## config.mk

```make
export PLATFORM = sky130hd
export DESIGN_NAME = go_back_n_sender
export DESIGN_NICKNAME = d
export VERILOG_FILES = /design/src/hdl/gbn_pkg.sv /design/src/hdl/gbn_alu.sv /design/src/hdl/gbn_store.sv /design/src/hdl/go_back_n_sender.sv
export SDC_FILE = /design/constraint.sdc
export NUM_CORES = 1
export LEC_CHECK = 0
export BUFFER_PORTS_ARGS = -buffer_cell sky130_fd_sc_hd__buf_4
export CORE_MARGIN = 2
export CORE_UTILIZATION = 30
export DETAILED_ROUTE_END_ITERATION = 10
export PLACE_DENSITY = 0.43
export SETUP_SLACK_MARGIN = 0.15
export SYNTH_ARGS = -nofsm -noshare
export SYNTH_HDL_FRONTEND = slang
export SYNTH_SLANG_ARGS = --single-unit
```

## constraint.sdc

```tcl
create_clock -name i_clk -period 7.7 [get_ports i_clk]
set_input_delay 0.385 -clock i_clk [delete_from_list [all_inputs] [get_ports i_clk]]
set_output_delay 0.385 -clock i_clk [all_outputs]
set_load 0.005 [all_outputs]
```

## src/hdl/gbn_pkg.sv

```systemverilog
// Shared types, codes and defaults for the go-back-N sender.
// No dependencies; the sender, the checker and the bench use it by scoped name.
`timescale 1ns / 1ps

package gbn_pkg;

    localparam int DEF_WIN_SIZE  = 4;
    localparam int DEF_SEQ_COUNT = 8;
    localparam int DEF_WORD_BITS = 32;

    // Fixed port field widths.
    localparam int CMD_W  = 2;
    localparam int MSG_W  = 32;
    localparam int PSEQ_W = 3;

    // Widest internal sequence number and payload word.
    localparam int MAX_SEQ_W  = 8;
    localparam int MAX_WORD_W = 64;

    typedef enum logic [1:0] {
        CMD_SEND    = 2'd0,
        CMD_ACK     = 2'd1,
        CMD_TIMEOUT = 2'd2
    } t_cmd;

    typedef enum logic [1:0] {
        ACK_IGNORED = 2'd0,
        ACK_OK      = 2'd1,
        ACK_BAD_SUM = 2'd2,
        ACK_OUTSIDE = 2'd3
    } t_ack_status;

    typedef enum logic [3:0] {
        S_IDLE,
        S_SEND_WR,
        S_SEND_NXT,
        S_ACK_OFF,
        S_ACK_CHK,
        S_ACK_BASE,
        S_TO_READ,
        S_TO_EMIT,
        S_SINGLE
    } t_state;

    typedef struct packed {
        logic               pkt_valid;
        logic [PSEQ_W-1:0]  pkt_seq;
        logic [MSG_W-1:0]   pkt_word;
        logic               send_ok;
        t_ack_status        ack_status;
        logic               timer_start;
        logic [PSEQ_W-1:0]  start_seq;
        logic               timer_stop;
        logic [PSEQ_W-1:0]  stop_seq;
        logic               last;
    } t_result;

    // Reduces a 3-bit ack number into the sequence space by repeated subtraction.
    // The modulus is at least two, so three subtractions always suffice.
    function automatic logic [PSEQ_W-1:0] reduce_ack(input logic [PSEQ_W-1:0] v,
                                                     input int unsigned seq_count);
        logic [PSEQ_W-1:0] r;
        r = v;
        for (int k = 0; k < 3; k++) begin
            if (32'(r) >= seq_count) begin
                r = PSEQ_W'(32'(r) - seq_count);
            end
        end
        return r;
    endfunction

endpackage

```

## src/hdl/gbn_alu.sv

```systemverilog
// Shared modular adder of the go-back-N sender: (a + b) folded once by m.
// Used for window slots and sequence numbers alike; depends on nothing.
`timescale 1ns / 1ps

module gbn_alu #(
    parameter int AW = 9
) (
    input  logic [AW-1:0] i_a,
    input  logic [AW-1:0] i_b,
    input  logic [AW-1:0] i_m,
    output logic [AW-1:0] o_y
);

    logic [AW-1:0] w_sum;

    // Operands are chosen so that the sum stays below twice the modulus.
    assign w_sum = i_a + i_b;
    assign o_y   = (w_sum >= i_m) ? (w_sum - i_m) : w_sum;

endmodule

```

## src/hdl/gbn_store.sv

```systemverilog
// Window buffer of the go-back-N sender: one write port, one registered read port.
// Depends on nothing; contents are undefined until written.
`timescale 1ns / 1ps

module gbn_store #(
    parameter int DEPTH  = 4,
    parameter int ADDR_W = 2,
    parameter int DW     = 32
) (
    input  logic              i_clk,
    input  logic              i_we,
    input  logic [ADDR_W-1:0] i_waddr,
    input  logic [DW-1:0]     i_wdata,
    input  logic              i_re,
    input  logic [ADDR_W-1:0] i_raddr,
    output logic [DW-1:0]     o_rdata
);

    logic [DW-1:0] r_mem [DEPTH];
    logic [DW-1:0] r_rdata;

    always_ff @(posedge i_clk) begin
        if (i_we) begin
            r_mem[i_waddr] <= i_wdata;
        end
    end

    always_ff @(posedge i_clk) begin
        if (i_re) begin
            r_rdata <= r_mem[i_raddr];
        end
    end

    assign o_rdata = r_rdata;

endmodule

```

## src/hdl/go_back_n_sender.sv

```systemverilog
// Go-back-N sender window. A new item is taken only while idle. A send writes its slot and then
// advances the sequence number, unless refused; an ack finds its offset, checks it against the
// window, then moves the base; a timeout reads and resends each buffered packet in turn.
// Each result strobes for one cycle and is never stalled.
// Synchronous active-low reset clears state, base, next sequence, count, head, timer flag and strobe only.
`timescale 1ns / 1ps

module go_back_n_sender #(
    parameter int WIN_SIZE  = gbn_pkg::DEF_WIN_SIZE,
    parameter int SEQ_COUNT = gbn_pkg::DEF_SEQ_COUNT,
    parameter int WORD_BITS = gbn_pkg::DEF_WORD_BITS
) (
    input  logic                        i_clk,
    input  logic                        i_rst_n,
    input  logic                        start,
    output logic                        busy,
    input  logic [gbn_pkg::CMD_W-1:0]   i_cmd,
    input  logic [gbn_pkg::MSG_W-1:0]   i_msg_word,
    input  logic [gbn_pkg::PSEQ_W-1:0]  i_ack_seq,
    input  logic                        i_ack_check_ok,
    input  logic [gbn_pkg::PSEQ_W-1:0]  i_expired_seq,
    output logic                        o_strobe,
    output logic                        o_pkt_valid,
    output logic [gbn_pkg::PSEQ_W-1:0]  o_pkt_seq,
    output logic [gbn_pkg::MSG_W-1:0]   o_pkt_word,
    output logic                        o_send_ok,
    output logic [1:0]                  o_ack_status,
    output logic                        o_timer_start,
    output logic [gbn_pkg::PSEQ_W-1:0]  o_start_seq,
    output logic                        o_timer_stop,
    output logic [gbn_pkg::PSEQ_W-1:0]  o_stop_seq,
    output logic                        o_last
);

    localparam int SEQ_W  = (SEQ_COUNT > 1) ? $clog2(SEQ_COUNT) : 1;
    localparam int SLOT_W = (WIN_SIZE > 1) ? $clog2(WIN_SIZE) : 1;
    localparam int CNT_W  = $clog2(WIN_SIZE + 1);
    localparam int AW     = ((SEQ_W > CNT_W) ? SEQ_W : CNT_W) + 1;

    gbn_pkg::t_state  r_state, n_state;
    logic [SEQ_W-1:0] r_base, n_base;
    logic [SEQ_W-1:0] r_next, n_next;
    logic [CNT_W-1:0] r_in_flight, n_in_flight;
    logic             r_timer_on, n_timer_on;
    logic [SLOT_W-1:0] r_head, n_head;
    logic             r_strobe, n_strobe;

    logic [gbn_pkg::CMD_W-1:0]  r_cmd, n_cmd;
    logic [WORD_BITS-1:0]       r_word, n_word;
    logic [SEQ_W-1:0]           r_ack, n_ack;
    logic                       r_chk, n_chk;
    logic [gbn_pkg::PSEQ_W-1:0] r_exp, n_exp;
    logic [SEQ_W-1:0]           r_off, n_off;
    logic [CNT_W-1:0]           r_idx, n_idx;
    logic [SLOT_W-1:0]          r_rd_slot, n_rd_slot;
    logic [SEQ_W-1:0]           r_rd_seq, n_rd_seq;
    gbn_pkg::t_result           r_res, n_res;

    logic [AW-1:0]        alu_a, alu_b, alu_m, alu_y;
    logic                 mem_we, mem_re;
    logic [SLOT_W-1:0]    mem_waddr, mem_raddr;
    logic [WORD_BITS-1:0] mem_rdata;

    logic w_full, w_off_out, w_last_pkt;
    logic [gbn_pkg::MAX_WORD_W-1:0] w_msg_ext;
    logic [gbn_pkg::MAX_SEQ_W-1:0]  w_ack_ext;

    function automatic logic [gbn_pkg::PSEQ_W-1:0] f_port_seq(input logic [SEQ_W-1:0] s);
        logic [gbn_pkg::MAX_SEQ_W-1:0] t;
        t = gbn_pkg::MAX_SEQ_W'(s);
        return t[gbn_pkg::PSEQ_W-1:0];
    endfunction

    function automatic logic [gbn_pkg::MSG_W-1:0] f_port_word(input logic [WORD_BITS-1:0] w);
        logic [gbn_pkg::MAX_WORD_W-1:0] t;
        t = gbn_pkg::MAX_WORD_W'(w);
        return t[gbn_pkg::MSG_W-1:0];
    endfunction

    gbn_alu #(
        .AW (AW)
    ) u_alu (
        .i_a (alu_a),
        .i_b (alu_b),
        .i_m (alu_m),
        .o_y (alu_y)
    );

    gbn_store #(
        .DEPTH  (WIN_SIZE),
        .ADDR_W (SLOT_W),
        .DW     (WORD_BITS)
    ) u_store (
        .i_clk   (i_clk),
        .i_we    (mem_we),
        .i_waddr (mem_waddr),
        .i_wdata (r_word),
        .i_re    (mem_re),
        .i_raddr (mem_raddr),
        .o_rdata (mem_rdata)
    );

    assign w_msg_ext  = gbn_pkg::MAX_WORD_W'(i_msg_word);
    assign w_ack_ext  = gbn_pkg::MAX_SEQ_W'(gbn_pkg::reduce_ack(i_ack_seq, SEQ_COUNT));
    assign w_full     = (r_in_flight >= CNT_W'(WIN_SIZE));
    assign w_off_out  = (AW'(r_off) >= AW'(r_in_flight));
    assign w_last_pkt = ((CNT_W + 1)'(r_idx) + 1'b1) == (CNT_W + 1)'(r_in_flight);

    always_comb begin
        n_state = r_state;
        unique case (r_state)
            gbn_pkg::S_IDLE: begin
                if (start) begin
                    unique case (i_cmd)
                        gbn_pkg::CMD_SEND:    n_state = gbn_pkg::S_SEND_WR;
                        gbn_pkg::CMD_ACK:     n_state = gbn_pkg::S_ACK_OFF;
                        gbn_pkg::CMD_TIMEOUT: n_state = (r_in_flight == '0) ?
                                                        gbn_pkg::S_SINGLE : gbn_pkg::S_TO_READ;
                        default:              n_state = gbn_pkg::S_SINGLE;
                    endcase
                end
            end
            gbn_pkg::S_SEND_WR:  n_state = w_full ? gbn_pkg::S_IDLE : gbn_pkg::S_SEND_NXT;
            gbn_pkg::S_SEND_NXT: n_state = gbn_pkg::S_IDLE;
            gbn_pkg::S_ACK_OFF:  n_state = (r_in_flight == '0 || !r_chk) ?
                                           gbn_pkg::S_IDLE : gbn_pkg::S_ACK_CHK;
            gbn_pkg::S_ACK_CHK:  n_state = w_off_out ? gbn_pkg::S_IDLE : gbn_pkg::S_ACK_BASE;
            gbn_pkg::S_ACK_BASE: n_state = gbn_pkg::S_IDLE;
            gbn_pkg::S_TO_READ:  n_state = gbn_pkg::S_TO_EMIT;
            gbn_pkg::S_TO_EMIT:  n_state = w_last_pkt ? gbn_pkg::S_IDLE : gbn_pkg::S_TO_READ;
            gbn_pkg::S_SINGLE:   n_state = gbn_pkg::S_IDLE;
            default:             n_state = gbn_pkg::S_IDLE;
        endcase
    end

    always_comb begin
        n_base      = r_base;
        n_next      = r_next;
        n_in_flight = r_in_flight;
        n_timer_on  = r_timer_on;
        n_head      = r_head;
        n_strobe    = 1'b0;
        n_cmd       = r_cmd;
        n_word      = r_word;
        n_ack       = r_ack;
        n_chk       = r_chk;
        n_exp       = r_exp;
        n_off       = r_off;
        n_idx       = r_idx;
        n_rd_slot   = r_rd_slot;
        n_rd_seq    = r_rd_seq;
        n_res       = r_res;
        alu_a       = '0;
        alu_b       = '0;
        alu_m       = AW'(SEQ_COUNT);
        mem_we      = 1'b0;
        mem_re      = 1'b0;
        mem_waddr   = r_head;
        mem_raddr   = r_rd_slot;

        unique case (r_state)
            gbn_pkg::S_IDLE: begin
                if (start) begin
                    n_cmd     = i_cmd;
                    n_word    = w_msg_ext[WORD_BITS-1:0];
                    n_ack     = w_ack_ext[SEQ_W-1:0];
                    n_chk     = i_ack_check_ok;
                    n_exp     = i_expired_seq;
                    n_idx     = '0;
                    n_rd_slot = r_head;
                    n_rd_seq  = r_base;
                end
            end
            gbn_pkg::S_SEND_WR: begin
                // Slot of the new packet is head plus count, folded by the window size.
                alu_a    = AW'(r_head);
                alu_b    = AW'(r_in_flight);
                alu_m    = AW'(WIN_SIZE);
                n_strobe = 1'b1;
                n_res    = '0;
                n_res.last = 1'b1;
                if (!w_full) begin
                    mem_we           = 1'b1;
                    mem_waddr        = alu_y[SLOT_W-1:0];
                    n_in_flight      = r_in_flight + 1'b1;
                    n_res.pkt_valid  = 1'b1;
                    n_res.pkt_seq    = f_port_seq(r_next);
                    n_res.pkt_word   = f_port_word(r_word);
                    n_res.send_ok    = 1'b1;
                    if (!r_timer_on) begin
                        n_timer_on        = 1'b1;
                        n_res.timer_start = 1'b1;
                        n_res.start_seq   = f_port_seq(r_next);
                    end
                end
            end
            gbn_pkg::S_SEND_NXT: begin
                alu_a  = AW'(r_next);
                alu_b  = AW'(1);
                n_next = alu_y[SEQ_W-1:0];
            end
            gbn_pkg::S_ACK_OFF: begin
                if (r_in_flight == '0) begin
                    n_strobe         = 1'b1;
                    n_res            = '0;
                    n_res.ack_status = gbn_pkg::ACK_IGNORED;
                    n_res.last       = 1'b1;
                end else if (!r_chk) begin
                    n_strobe         = 1'b1;
                    n_res            = '0;
                    n_res.ack_status = gbn_pkg::ACK_BAD_SUM;
                    n_res.last       = 1'b1;
                end else begin
                    // Distance of the ack from the window base.
                    alu_a = AW'(r_ack);
                    alu_b = AW'(SEQ_COUNT) - AW'(r_base);
                    n_off = alu_y[SEQ_W-1:0];
                end
            end
            gbn_pkg::S_ACK_CHK: begin
                if (w_off_out) begin
                    n_strobe         = 1'b1;
                    n_res            = '0;
                    n_res.ack_status = gbn_pkg::ACK_OUTSIDE;
                    n_res.last       = 1'b1;
                end else begin
                    n_in_flight = r_in_flight - (CNT_W'(r_off) + 1'b1);
                    alu_a       = AW'(r_head);
                    alu_b       = AW'(r_off) + 1'b1;
                    alu_m       = AW'(WIN_SIZE);
                    n_head      = alu_y[SLOT_W-1:0];
                end
            end
            gbn_pkg::S_ACK_BASE: begin
                // Count is already reduced here; the new base is ack plus one.
                alu_a            = AW'(r_ack);
                alu_b            = AW'(1);
                n_base           = alu_y[SEQ_W-1:0];
                n_timer_on       = (r_in_flight != '0);
                n_strobe         = 1'b1;
                n_res            = '0;
                n_res.ack_status = gbn_pkg::ACK_OK;
                n_res.timer_stop = 1'b1;
                n_res.stop_seq   = f_port_seq(r_base);
                n_res.last       = 1'b1;
                if (r_in_flight != '0) begin
                    n_res.timer_start = 1'b1;
                    n_res.start_seq   = f_port_seq(alu_y[SEQ_W-1:0]);
                end
            end
            gbn_pkg::S_TO_READ: begin
                mem_re    = 1'b1;
                alu_a     = AW'(r_rd_slot);
                alu_b     = AW'(1);
                alu_m     = AW'(WIN_SIZE);
                n_rd_slot = alu_y[SLOT_W-1:0];
            end
            gbn_pkg::S_TO_EMIT: begin
                alu_a           = AW'(r_rd_seq);
                alu_b           = AW'(1);
                n_rd_seq        = alu_y[SEQ_W-1:0];
                n_idx           = r_idx + 1'b1;
                n_strobe        = 1'b1;
                n_res           = '0;
                n_res.pkt_valid = 1'b1;
                n_res.pkt_seq   = f_port_seq(r_rd_seq);
                n_res.pkt_word  = f_port_word(mem_rdata);
                n_res.last      = w_last_pkt;
                if (r_idx == '0) begin
                    n_res.timer_stop  = 1'b1;
                    n_res.stop_seq    = r_exp;
                    n_res.timer_start = 1'b1;
                    n_res.start_seq   = r_exp;
                end
            end
            gbn_pkg::S_SINGLE: begin
                // Timeout with nothing buffered still restarts the timer.
                n_strobe   = 1'b1;
                n_res      = '0;
                n_res.last = 1'b1;
                if (r_cmd == gbn_pkg::CMD_TIMEOUT) begin
                    n_res.timer_stop  = 1'b1;
                    n_res.stop_seq    = r_exp;
                    n_res.timer_start = 1'b1;
                    n_res.start_seq   = r_exp;
                end
            end
            default: begin
                n_strobe = 1'b0;
            end
        endcase
    end

    always_ff @(posedge i_clk) begin
        if (!i_rst_n) begin
            r_state     <= gbn_pkg::S_IDLE;
            r_base      <= '0;
            r_next      <= '0;
            r_in_flight <= '0;
            r_timer_on  <= 1'b0;
            r_head      <= '0;
            r_strobe    <= 1'b0;
        end else begin
            r_state     <= n_state;
            r_base      <= n_base;
            r_next      <= n_next;
            r_in_flight <= n_in_flight;
            r_timer_on  <= n_timer_on;
            r_head      <= n_head;
            r_strobe    <= n_strobe;
        end
    end

    always_ff @(posedge i_clk) begin
        r_cmd     <= n_cmd;
        r_word    <= n_word;
        r_ack     <= n_ack;
        r_chk     <= n_chk;
        r_exp     <= n_exp;
        r_off     <= n_off;
        r_idx     <= n_idx;
        r_rd_slot <= n_rd_slot;
        r_rd_seq  <= n_rd_seq;
        r_res     <= n_res;
    end

    assign busy          = (r_state != gbn_pkg::S_IDLE);
    assign o_strobe      = r_strobe;
    assign o_pkt_valid   = r_res.pkt_valid;
    assign o_pkt_seq     = r_res.pkt_seq;
    assign o_pkt_word    = r_res.pkt_word;
    assign o_send_ok     = r_res.send_ok;
    assign o_ack_status  = r_res.ack_status;
    assign o_timer_start = r_res.timer_start;
    assign o_start_seq   = r_res.start_seq;
    assign o_timer_stop  = r_res.timer_stop;
    assign o_stop_seq    = r_res.stop_seq;
    assign o_last        = r_res.last;

endmodule

```

### After elaboration in Yosys (flattened, before gate mapping)

Memories as Yosys holds them, arrays and structs flattened. A register that Yosys moved wholly into a read port is not among the register bits.
Index checks and enable logic that the tools add are counted.

| storage, ports and cells | value |
|---|---|
| memories kept | 1 |
| bits in registers | 117 |
| word-level logic and storage cells | 133 |
| output and inout port bits | 50 |
| bits in writable memories | 128 |

| cells by class | value |
|---|---|
| eq/ne operators | 17 |
| reduce and logical (&&, ||, !) cells | 24 |
| bitwise gates (word level) | 2 |
| muxes and demuxes | 51 |
| $lt $le $gt $ge | 3 |
| $add $sub $neg | 9 |

Memories:

| memory | words | bits a word | rd ports | clocked after Yosys merged registers in | write ports | RTL line | text |
|---|---|---|---|---|---|---|---|
| u_store.r_mem | 4 | 32 | 1 | 1 | 1 | gbn_store.sv:19 | `logic [DW-1:0] r_mem [DEPTH];` |

Operator list:

| cell | count |
|---|---|
| 48-bit one-hot mux with 6 select lines | 1 |
| 48-bit 2-to-1 mux | 3 |
| 37-bit 2-to-1 mux | 1 |
| 4-bit 2-to-1 mux | 9 |
| 3-bit 2-to-1 mux | 10 |
| 4-bit one-hot mux with 6 select lines | 1 |
| 3-bit one-hot mux with 7 select lines | 1 |
| 3-bit one-hot mux with 2 select lines | 3 |
| 4-bit by 3-bit == test with 1-bit output, second input constant | 4 |
| 8-bit 2-to-1 mux | 2 |
| 4-bit one-hot mux with 4 select lines | 1 |
| 4-bit one-hot mux with 3 select lines | 1 |
| 2-bit 2-to-1 mux | 5 |
| 2-bit AND reduction | 5 |
| 3-bit by 1-bit adder with 3-bit output, second input constant | 3 |
| 1-bit 2-to-1 mux | 9 |
| 3-bit AND reduction | 3 |
| 3-bit by 1-bit adder with 4-bit output, second input constant | 2 |
| 4-bit by 2-bit == test with 1-bit output, second input constant | 2 |
| 2-bit inequality test, second input constant | 4 |
| 4-bit one-hot mux with 2 select lines | 1 |
| 2-bit nonzero test | 4 |
| 4-bit OR reduction | 2 |
| 3-bit logical NOT | 2 |
| 24 further kinds | 27 |

### Logic depth before layout (Yosys ltp)

Gate-level depths: netlist of the first run.

| depth | value |
|---|---|
| depth in word-level cells | 9 |
| mapped depth | 18 |
| gate-level depth less buffers | 16 |

### Cells and area by module

A second synthesis of the first run with hierarchy kept.

| second synthesis, totals | value |
|---|---|
| cells, all modules | 585 |
| area, all modules | 10950.5 um2 |

Modules (own cells, without submodules):

| module | area an instance (um2) | times used | seq. area each (um2) | cells each |
|---|---|---|---|---|
| gbn_store | 5650.4 | 1 | 4804.6 | 203 |
| go_back_n_sender | 5014.8 | 1 | 3343.2 | 348 |
| gbn_alu | 285.3 | 1 | 0.0 | 34 |

### Least setup slack after synthesis of the first run

No wires, ideal clock.

| timing | value |
|---|---|
| path kind | reg-to-reg |
| from | register r_state[0] |
| to | memory u_store.r_mem[0][0], enable pin |
| path slack | 2113 ps |
| data arrival time | 5126 ps |
| cell stages (with the launch flop) | 10 |
| cells stage by stage | dfxtp_1 -> buf_2 -> nand2b_1 -> nor2_2 -> a222oi_1 -> nand3_1 -> ha_1 -> fa_1 -> clkbuf_1 -> nor3_1 |

| between the ends | value |
|---|---|
| cells in the longest elaborated chain, start to end | 8 |

Ends and longest elaborated chain:

| element | RTL line | text |
|---|---|---|
| start: declaration | go_back_n_sender.sv:40 | `gbn_pkg::t_state r_state, n_state;` |
| start signal: assignment | go_back_n_sender.sv:296 | `r_state <= gbn_pkg::S_IDLE;` |
| start signal: assignment | go_back_n_sender.sv:304 | `r_state <= n_state;` |
| 4-bit by 3-bit == test with 1-bit output or 4-bit by 2-bit == test with 1-bit output (tied branches) | go_back_n_sender.sv:161 | `unique case (r_state)` |
| 4-bit OR reduction (no source line) | n/a |  |
| 4-bit one-hot mux with 4 select lines | go_back_n_sender.sv:161 |  |
| 3-bit by 4-bit adder with 4-bit output | gbn_alu.sv:17 | `assign w_sum = i_a + i_b;` |
| 4-bit >= comparator or 3-bit subtractor (tied branches) | gbn_alu.sv:18 | `assign o_y = (w_sum >= i_m) ? (w_sum - i_m) : w_sum;` |
| 3-bit 2-to-1 mux * | gbn_alu.sv:18 |  |
| via alu_y[1] | go_back_n_sender.sv:59 | `logic [AW-1:0] alu_a, alu_b, alu_m, alu_y;` |
| 2-bit 2-to-1 mux * | go_back_n_sender.sv:182 | `if (!w_full) begin` |
| 2-bit 2-to-1 mux * | go_back_n_sender.sv:161 |  |
| end: declaration | gbn_store.sv:19 |  |

Mark *: on every way through the listed nets, which the timed path passes. The rest lies on a longest branch.

==> results by group, run 1 <==
Cells and area
  • Nets@finish: 775
  • Layout Cells excl Fill: 1,201
  • Layout cell share with drive strength beyond 1: 27.30%
  • # diodes: 0
  • Design Area, Final: 13,440 um2
  • Area Growth Syn to Fin: 25.32%

Timing
  • Headroom to the max-slew limit: 21.99%
  • Max-slew violations: 0
  • Final period utilization: 56.61%
  • Final Hold Fails: 0
  • Clk_skew: 16.17 ps
  • Fin crit period: 4359 ps
  • Setup TNS: 0 ps
  • Final setup viols: 0
  • RSZ-0062 raised after global routing: false
  • Hold slack: 32.59 ps
  • Least-Margin Pin Slew: 1167 ps
  • Fmax achieved: 0.2294 GHz

Status
  • Status: complete, no violations

Routing
  • Post-DRT Antenna Nets: 0
  • Drt drc: 0
  • Vias per inst: 4.719
  • DRT Pass-1 Iters: 8
  • Routed len/inst: 20.46 um
  • Initial DRC count: 335
  • Detailed-route via count: 5,667
  • Final WL: 24,580 um

Placed design
  • Final GP Congestion: 0.8075
  • Dpl cell area: 11,930 um2
  • Final HPWL from detailed placement: 14,040 um
  • Port bufs: 93
  • Placed Cells: 1,104

Setup path
  • Crit path max fanout: 12
  • Worst Path Required: 8010 ps
  • CP top delay family: compound AO/OA/AOI/OAI gates
  • Worst setup EP type: flop
  • Worst EP arrival: 4670 ps
  • Crit path buf inv count: 3
  • CP Cell Sequence: inv_1, ha_1, o21ai_0, o211a_1, a222oi_1, inv_1, ha_1, a21o_1, a21oi_1, xnor2_1, ha_1, nor2b_1, o32ai_1, inv_1, a221o_1
  • Slowest cell on crit path: dfxtp_1
  • Kind of critical path: reg -> reg
  • Setup crit start kind: flop
  • CP peak stage delay: 610 ps

Floorplanning
  • Core box area: 35,400 um2
  • Die X: 193.0 um
  • IO Pins: 94
  • Die height: 193.0 um
  • Initial Utilization: 30.29%
  • Die area: 37,270 um2
  • Cell Rows: 69

Yosys
  • Synth warnings: 0
  • Syn Inst Count: 569
  • Predominant post-synthesis flop cell: edfxtp_1
  • Post-synth EDFFs: 260
  • Sequential-to-total area share from yosys stat: 75.99%
  • Synth Register Bits: 277
  • Post-synth ARST share: 0%
  • Post-synth cell types: 61
  • Mapped cell area: 10,720 um2
  • Synthesized Nets: 629
  • Synthesized area per cell: 18.84 um2

Power and ir drop
  • Clock share of power: 45.1%
  • P_int: 2831 uW
  • Switch Pwr: 746.0 uW
  • Leakage: 0.004763 uW
  • Pwr Total: 3577 uW
  • Peak supply drop: 0.1679 mV
  • Net Sw Frac: 20.85%
  • P per Cell Area: 266.2 nW/um2
  • Seq pwr share: 49.2%
  • Logic pwr share: 5.7%

Clocking
  • Setup bufs post-CTS: 0
  • TritonCTS Buffers: 31
  • Clk sink count: 277
  • CTS clk-pin slew, worst paths: 60 ps
  • Clock root cell: clkbuf_16
  • Clock latency on the worst-skew pair: 570 ps
  • Clock Path Buffers: 3
  • CTS H-Tree Depth: 1
  • Post_cts resized: 0
  • CTS tree: done

Global route
  • Number of global-route vias before repair: 6,062
  • Total GRT Usage: 13.35%
  • First-pass GRT wire length: 37,260 um
  • Initial antenna violation count: 0
  • GR Overflow Total: 0
  • Largest net degree at the start of global routing: 50

Worst hold path
  • Worst min-delay path category: in -> reg

Job
  • Total of max-cap violations: 0
per-layer routing:
layer / routed length [um] / GRT usage (%)
met1: 10910 / 17.85
met3: 890 / 2.063
met4: 511 / 3.380
met2: 12260 / 22.79
met5: 0 / 0
cell usage after synthesis, drive strengths merged, types with 8 or more instances:
cell      n  area, um2
nand2    26      97.59
dfxtp    17      340.3
edfxtp  260       7807
ha       14      175.2
mux4     32      720.7
o21ai    15      75.07
clkbuf   12      45.04
inv      19      71.32
nor2b     9      56.30
buf      15      108.9
a22o     35      306.5
a21oi     8      51.30
nor2     11      51.30
stage by stage:
step           setup WS [ps]  util, %
2_1_floorplan           2113        -
3_3_place_gp            3464    33.70
3_5_place_dp            3362    33.70
4_1_cts                 3346    37.96
5_1_grt                 3040    37.96
6_report                3341    37.96
power groups by stage:
stage                     registers, uW  logic (uW)  clock network, uW
after global routing               1760         227               1710
after global placement             1790         195                  0
after floorplan                    1770         106                  0
final                              1760         205               1610
after detailed placement           1790         195                  0
after CTS                          1760         213               1660
logic make-up after synthesis:
kind of cell / synth area share (%)
AO/OA/AOI/OAI: 6.955
XOR/XNOR: 0.7352
adder cells (fa/ha/maj): 2.007
buffers and inverters: 2.101
flip-flops: 75.99
multiplexers: 7.305
AND/OR/NAND/NOR: 4.902
layout make-up:
cell class | count | area, um2
clock buffers | 36 | 794.5
clock inverters | 22 | 324.1
fillers | 3294 | 21960
inverters | 19 | 71.32
multi-input cells | 246 | 2374
flip-flops and latches | 277 | 8148
well taps | 461 | 576.8
repair buffers | 140 | 1149
final timing paths:
path	startpoint	to	slack [ps]	depth (start not counted)
worst min-delay path	i_cmd[0]	r_cmd[0]$_DFFE_PP_	30	1
worst max register to register	r_in_flight[2]$_SDFFE_PN0P_	o_start_seq[2]$_DFFE_PP_	3340	15
worst min register to register	r_head[1]$_SDFFE_PN0P_	r_head[1]$_SDFFE_PN0P_	500	2
worst max-delay path	r_in_flight[2]$_SDFFE_PN0P_	o_start_seq[2]$_DFFE_PP_	3340	15
cells in the final DEF, fill, tap and decap left out, types with 4 or more instances in the layout:
cell	instances
edfxtp_1	260
buf_4	101
dlygate4sd3_1	39
a22o_1	35
mux4_2	32
clkbuf_16	31
nand2_1	26
inv_1	18
dfxtp_1	17
o21ai_0	15
ha_1	14
nor2b_1	9
nor2_1	8
clkinv_2	8
bufinv_16	8
a21oi_1	7
and2_1	6
nand2b_1	6
nand3_1	6
a21boi_0	5
xnor2_1	5
clkbuf_1	5
a21o_1	4
mux2i_1	4
xor2_1	4
a221o_1	4
clkinv_1	4
state kept, by name (all words and copies together), names as in the netlist, 4 cells and up:
name and flops:
o_pkt_word 32, r_word 32, r_state 4, u_store.o_rdata 32, u_store.r_mem 128
timing repair:
| action | 4_1_cts | 5_1_grt |
|---|---|---|
| setup endpoints to repair | 0 | 0 |
| endpoints found under the hold margin | 39 | 0 |
| hold buffers | 39 | 0 |
Note: power is estimated with default switching activity, not from simulation.
==> inputs of run 2 (changes only) <==
--- a/config.mk
+++ b/config.mk
@@ -9,7 +9,7 @@
 export CORE_MARGIN = 2
 export CORE_UTILIZATION = 30
 export DETAILED_ROUTE_END_ITERATION = 10
-export PLACE_DENSITY = 0.43
+export PLACE_DENSITY = 0.44
 export SETUP_SLACK_MARGIN = 0.15
 export SYNTH_ARGS = -nofsm -noshare
 export SYNTH_HDL_FRONTEND = slang
==> constraint.sdc (replaced) <==
create_clock -name i_clk -period 3.6 [get_ports i_clk]
set_input_delay 0.18 -clock i_clk [delete_from_list [all_inputs] [get_ports i_clk]]
set_output_delay 0.18 -clock i_clk [all_outputs]
set_load 0.005 [all_outputs]
==> results by group, run 2 (synthesis gave the netlist of run 1 again) <==
Cells and area
  • Area Growth Syn to Fin: 32.42%
  • Final Util: 40.11% (+2.1 points)
  • Commonest non-fill, non-tap cell in the layout: edfxtp_1
  • Layout cell share with drive strength beyond 1: 35.96% (+8.7 points)
  • Largest reg by FF count: u_store.r_mem
  • Most frequent cells in the layout: edfxtp_1 (260), buf_4 (140), dlygate4sd3_1 (44)
  • Nets@finish: 836 (+7.9%)
  • # diodes: 0 (unchanged)
  • Flip-flop count of the largest register after layout: 128 (unchanged)

Setup path
  • Setup crit start kind: flop
  • R2r worst-path depth: 14 (-1)
  • Worst setup EP type: flop
  • Setup crit end: o_start_seq[2]$_DFFE_PP_
  • CP startpoint: r_off[1]$_DFFE_PP_
  • Crit path max fanout: 5 (-7)
  • Kind of critical path: reg -> reg
  • Reg2reg start: r_off[1]$_DFFE_PP_
  • Reg-to-reg endpoint: o_start_seq[2]$_DFFE_PP_
  • Worst Path Required: 3910 ps (-4100 ps)
  • Worst EP arrival: 3900 ps (-770 ps)
  • R2R Setup Slk: 8 ps (-3330 ps)

Global route
  • GR Overflow Total: 0 (unchanged)
  • Largest net degree at the start of global routing: 33 (-34%)
  • Number of global-route vias before repair: 6,235 (+2.9%)
  • First-pass GRT wire length: 38,650 um (+3.7%)
  • Total GRT Usage: 14.08% (+0.73 points)
  • Initial antenna violation count: 0 (unchanged)

Timing
  • Fmax achieved: 0.2784 GHz (+21%)
  • Final period utilization: 99.77% (+43 points)
  • RSZ-0062 raised after global routing: true
  • Hold slack: 321.2 ps (+288.6 ps)
  • Headroom to the max-slew limit: 52.05% (+30 points)
  • Final setup viols: 0 (unchanged)
  • Fin crit period: 3592 ps (-767.1 ps)
  • PnR worst setup slack: 8.159 ps (-3333 ps)
  • Clk_skew: 12.24 ps (-3.928 ps)
  • Final Hold Fails: 0 (unchanged)
  • Max-slew violations: 0 (unchanged)
  • Setup TNS: 0 ps (unchanged)
  • Least-Margin Pin Slew: 719.2 ps (-448.2 ps)

Floorplanning
  • Die X: 193.0 um (unchanged)
  • Cell Rows: 69 (unchanged)
  • Die height: 193.0 um (unchanged)
  • Initial Utilization: 30.29% (unchanged)
  • Die area: 37,270 um2 (unchanged)
  • Core box area: 35,400 um2 (unchanged)
  • IO Pins: 94 (unchanged)

Routing
  • Met2 WL post-DR: 13,220 um (+7.8%)
  • Met1 WL: 11,960 um (+9.6%)
  • DRT Pass-1 Iters: 4 (-4)
  • Top Metal Used: met4
  • Detailed-route via count: 5,938 (+4.8%)
  • Final WL: 26,710 um (+8.7%)
  • Vias per inst: 4.705 (-0.28%)
  • Routed len/inst: 21.16 um (+3.4%)
  • Drt drc: 0 (unchanged)
  • Initial DRC count: 347 (+3.6%)
  • Post-DRT Antenna Nets: 0 (unchanged)
  • Met3 WL: 1109 um (+25%)

Clocking
  • Clock Path Buffers: 3 (unchanged)
  • Clock latency on the worst-skew pair: 570 ps (about the same)
  • CTS clk-pin slew, worst paths: 60 ps (about the same)
  • CTS tree: done
  • CTS H-Tree Depth: 1 (unchanged)
  • Clock root cell: clkbuf_16
  • Clk sink count: 277 (unchanged)
  • TritonCTS Buffers: 31 (unchanged)

Power and ir drop
  • Pwr Total: 7550 uW (+110%)
  • Peak supply drop: 0.4333 mV (+160%)
  • Leakage: 0.005113 uW (+7.4%)
  • P per Cell Area: 531.8 nW/um2 (+100%)

Placed design
  • Final HPWL from detailed placement: 16,120 um (+15%)
  • Pre-CTS setup slack: 3.928 ps (-3358 ps)
  • Final GP Congestion: 0.7954 (-1.5%)
  • Port bufs: 93 (unchanged)

Worst hold path
  • Worst min-delay path category: in -> reg

Status
  • Status: complete, no violations

Job
  • Total of max-cap violations: 0 (unchanged)
==> run 2: changes by cell type in the layout (fill, tap and decap cells not counted), sizes merged <==
cell         change
clkinv           +4
dlygate4sd3      +5
clkbuf           +1
inv              -1
buf             +54
bufinv           -2
==> run 2: worst min path at each step <==
stage                         from              endpoint  slack (ps)  cells after the start
finish              i_msg_word[13]  r_word[13]$_DFFE_PP_         320                      2
floorplan             i_ack_seq[0]    r_ack[0]$_DFFE_PP_         280                      0
detailed placement  i_msg_word[12]  r_word[12]$_DFFE_PP_         360                      1
global route         i_msg_word[6]   r_word[6]$_DFFE_PP_         310                      2
CTS                  i_msg_word[6]   r_word[6]$_DFFE_PP_         300                      2
global placement    i_msg_word[11]  r_word[11]$_DFFE_PP_         360                      1
==> run 2: power breakdown <==
part / switching (uW) / total [uW] / internal, uW
clock: 1280 / 3290 / 2010
sequential: 74.2 / 3750 / 3680
combinational: 245 / 504 / 258
==> run 2: repair_timing <==
action / CTS / global route
hold buffers: 44 / 0
setup endpoints to repair: 2 / 69
cloned: 0 / 3
endpoints found under the hold margin: 56 / 0
pin swaps: 9 / 15
resized for setup: 6 / 36
buffers inserted: 5 / 9
==> run 2: area by class of cell <==
class / count / area, um2
clock inverters: 23 / 279.0
inverters: 19 / 73.82
repair buffers: 201 / 1758
well taps: 461 / 576.8
flip-flops and latches: 277 / 8153
fillers: 3233 / 21200
multi-input cells: 246 / 2566
clock buffers: 35 / 790.8
==> run 2: stage by stage <==
stage | cells | instance area, um2
floorplan | 569 | 10820
global placement | 1143 | 12330
detailed placement | 1143 | 12330
CTS | 1250 | 13910
global route | 1262 | 14200
finish | 1262 | 14200
==> run 2: per-layer routing <==
metal,track usage (%),vias up
li1,-,2706
met1,19.08,3067
met2,24.05,129
met3,2.244,36
met4,2.797,0
met5,0,-
==> run 2: worst max-delay path, stage by stage (launching register included) <==
cell and delay, ps:
edfxtp_1 450, ha_4 300, o21ai_2 60, o211a_1 260, a222oi_1 320, inv_1 150, ha_4 230, a21o_1 180
a21oi_2 170, xnor2_2 80, ha_1 330, nor2b_4 150, o32ai_4 250, inv_2 80, a221o_1 320
==> inputs of run 3 (changes only) <==
--- a/config.mk
+++ b/config.mk
@@ -9,7 +9,7 @@
 export CORE_MARGIN = 2
 export CORE_UTILIZATION = 30
 export DETAILED_ROUTE_END_ITERATION = 10
-export PLACE_DENSITY = 0.44
+export PLACE_DENSITY = 0.43
 export SETUP_SLACK_MARGIN = 0.15
 export SYNTH_ARGS = -nofsm -noshare
 export SYNTH_HDL_FRONTEND = slang
==> constraint.sdc (replaced) <==
create_clock -name i_clk -period 4.3 [get_ports i_clk]
set_input_delay 0.215 -clock i_clk [delete_from_list [all_inputs] [get_ports i_clk]]
set_output_delay 0.215 -clock i_clk [all_outputs]
set_load 0.005 [all_outputs]
==> results by group, run 3 (synthesis gave the netlist of run 1 again) <==
Setup path
  • CP peak stage delay: 660 ps (+210 ps)
  • Setup crit start kind: flop
  • Crit path max fanout: 16 (+11)
  • Reg2reg start: r_state[2]$_SDFFE_PN0P_
  • Worst Path Required: 4610 ps (+700 ps)
  • CP top delay family: compound AO/OA/AOI/OAI gates
  • Reg-to-reg endpoint: o_start_seq[2]$_DFFE_PP_
  • R2r worst-path depth: 13 (-1)
  • CP Cell Sequence: nor4b_2, o211a_1, o21ai_0, nand3_1, ha_1, a21o_1, a21oi_1, xnor2_1, ha_1, nor2b_1, o32ai_2, inv_1, a221o_1
  • Kind of critical path: reg -> reg
  • Worst setup EP type: flop
  • Crit path buf inv count: 1 (-1)
  • Slowest cell on crit path: dfxtp_1
  • Most used cell, CP: ha_1
  • Worst EP arrival: 4140 ps (+240 ps)
  • R2R Setup Slk: 480 ps (+470 ps)

Timing
  • Max-slew violations: 0 (unchanged)
  • Final setup viols: 0 (unchanged)
  • Final Hold Fails: 0 (unchanged)
  • Headroom to the max-slew limit: 35.83% (-16 points)
  • Hold slack: 361.3 ps (+40.10 ps)
  • Setup TNS: 0 ps (unchanged)
  • RSZ-0062 raised after global routing: false
  • Final period utilization: 88.95% (-11 points)
  • Fin crit period: 3825 ps (+233.1 ps)
  • Least-Margin Pin Slew: 959.5 ps (+240.3 ps)
  • Clk_skew: 10.32 ps (-1.927 ps)
  • Fmax achieved: 0.2614 GHz (-6.1%)

Routing
  • Post-DRT Antenna Nets: 0 (unchanged)
  • Routed len/inst: 20.67 um (-2.3%)
  • DRT Pass-1 Iters: 5 (+1)
  • Detailed-route via count: 5,788 (-2.5%)
  • Final WL: 25,140 um (-5.9%)
  • Initial DRC count: 509 (+47%)
  • Drt drc: 0 (unchanged)
  • Vias per inst: 4.760 (+1.2%)

Cells and area
  • # diodes: 0 (unchanged)
  • Most frequent cells in the layout: edfxtp_1 (260), buf_4 (110), dlygate4sd3_1 (43)
  • Layout cell share with drive strength beyond 1: 27.15% (-8.8 points)
  • Layout fillers: 3,269 (+1.1%)
  • Largest reg by FF count: u_store.r_mem
  • Design Area, Final: 13,460 um2 (-5.2%)
  • Area Growth Syn to Fin: 25.53%
  • Flip-flop count of the largest register after layout: 128 (unchanged)
  • Commonest non-fill, non-tap cell in the layout: edfxtp_1
  • Nets@finish: 794 (-5.0%)

Global route
  • Number of global-route vias before repair: 6,086 (-2.4%)
  • Total GRT Usage: 13.53% (-0.56 points)
  • Largest net degree at the start of global routing: 33 (unchanged)
  • Initial antenna violation count: 0 (unchanged)
  • GR Overflow Total: 0 (unchanged)
  • First-pass GRT wire length: 37,500 um (-3.0%)

Worst hold path
  • Min-Delay Endpoint: r_word[11]$_DFFE_PP_
  • HP Start: i_msg_word[11]
  • Worst min-delay path category: in -> reg
  • Worst Hold Depth: 2 (unchanged)

Power and ir drop
  • Peak supply drop: 0.3033 mV (-30%)
  • Net Sw Frac: 22.09% (+0.87 points)
  • P per Cell Area: 438.9 nW/um2 (-17%)
  • Logic pwr share: 6.6% (about the same)
  • Leakage: 0.004759 uW (-6.9%)
  • Seq pwr share: 53.2% (+3.5 points)
  • Clock share of power: 40.1% (-3.5 points)
  • Switch Pwr: 1305 uW (-19%)
  • P_int: 4602 uW (-23%)

Clocking
  • Clock Path Buffers: 3 (unchanged)
  • CTS clk-pin slew, worst paths: 60 ps (about the same)
  • CTS tree: done
  • CTS H-Tree Depth: 1 (unchanged)
  • Clock root cell: clkbuf_16
  • Clk sink count: 277 (unchanged)
  • TritonCTS Buffers: 31 (unchanged)
  • Clock latency on the worst-skew pair: 570 ps (about the same)

Placed design
  • Port bufs: 93 (unchanged)
  • Final GP Congestion: 0.8323 (+4.6%)
  • Dpl cell area: 12,130 um2 (-1.7%)
  • Final HPWL from detailed placement: 14,980 um (-7.1%)

Job
  • Total of max-cap violations: 0 (unchanged)

Floorplanning
  • Die X: 193.0 um (unchanged)
  • Cell Rows: 69 (unchanged)
  • IO Pins: 94 (unchanged)
  • Die area: 37,270 um2 (unchanged)
  • Initial Utilization: 30.29% (unchanged)
  • Core box area: 35,400 um2 (unchanged)
  • Die height: 193.0 um (unchanged)

Status
  • Status: complete, no violations
==> run 3: cell types whose count changed in the layout (fill, tap and decap cells not counted), sizes merged <==
cell         delta
buf            -39
bufinv          -6
clkbuf          +4
clkinv          -5
dlygate4sd3     -1
inv             +1
==> run 3: through the flow <==
stage | utilization (%) | cells | power (uW) | worst slack (ps)
after floorplan | - | 569 | 3370 | 232.5
after global placement | 34.26 | 1119 | 3565 | 501.2
after detailed placement | 34.26 | 1119 | 3571 | 427.2
after CTS | 38.00 | 1216 | 6002 | 394.4
after global routing | 38.02 | 1216 | 6138 | 187.7
final | 38.02 | 1216 | 5907 | 475.0
==> run 3: how the worst max path moves through the flow <==
stage / startpoint / to / slack (ps) / cells past startpoint
2_1_floorplan: r_in_flight[2]$_SDFFE_PN0P_ / u_store.r_mem[2][0]$_DFFE_PP_ / 230 / 11
3_3_place_gp: r_in_flight[1]$_SDFFE_PN0P_ / o_start_seq[2]$_DFFE_PP_ / 500 / 15
3_5_place_dp: r_in_flight[1]$_SDFFE_PN0P_ / o_start_seq[2]$_DFFE_PP_ / 430 / 15
4_1_cts: r_in_flight[1]$_SDFFE_PN0P_ / o_start_seq[2]$_DFFE_PP_ / 390 / 15
5_1_grt: r_in_flight[1]$_SDFFE_PN0P_ / o_start_seq[2]$_DFFE_PP_ / 190 / 15
6_report: r_state[2]$_SDFFE_PN0P_ / o_start_seq[2]$_DFFE_PP_ / 480 / 13
==> run 3: area by class of cell <==
cell class | instances | area (um2) | share of cell area, %
multi-input combinational | 246 | 2394 | 17.78
tap | 461 | 576.8 | 4.286
sequential | 277 | 8148 | 60.54
inverter | 19 | 71.32 | 0.5299
clock buffer | 41 | 813.3 | 6.043
clock inverter | 13 | 80.08 | 0.5950
timing repair buffer | 159 | 1376 | 10.23
==> run 3: worst register-to-register path: stages, from the launching register on <==
cell and delay [ps]:
dfxtp_1 660, nor4b_2 480, o211a_1 310, o21ai_0 120, nand3_1 140, ha_1 250, a21o_1 150, a21oi_1 190
xnor2_1 150, ha_1 260, nor2b_1 150, o32ai_2 230, inv_1 120, a221o_1 340
==> run 3: layer usage <==
metal	part of all wire, %	wire, um	GRT usage (%)	vias to the layer above
met5	0	0	0	-
met4	2.7	679	3.963	0
met3	4.8	1208	2.570	47
met2	47	11780	21.47	156
met1	46	11470	18.94	2971
li1	-	-	-	2614
==> run 3: timing repair <==
action | in CTS | in global routing
hold buffers | 43 | 0
endpoints found under the hold margin | 52 | 0
gates resized for setup | 0 | 1
endpoints found under the setup margin | 0 | 1
buffers inserted | 0 | 0
==> run 3: power groups by stage <==
stage	combinational [uW]	sequential, uW	clock [uW]
3_5_place_dp	371	3200	0
4_1_cts	405	3150	2450
5_1_grt	430	3160	2550
3_3_place_gp	370	3200	0
6_report	392	3140	2370
2_1_floorplan	192	3180	0
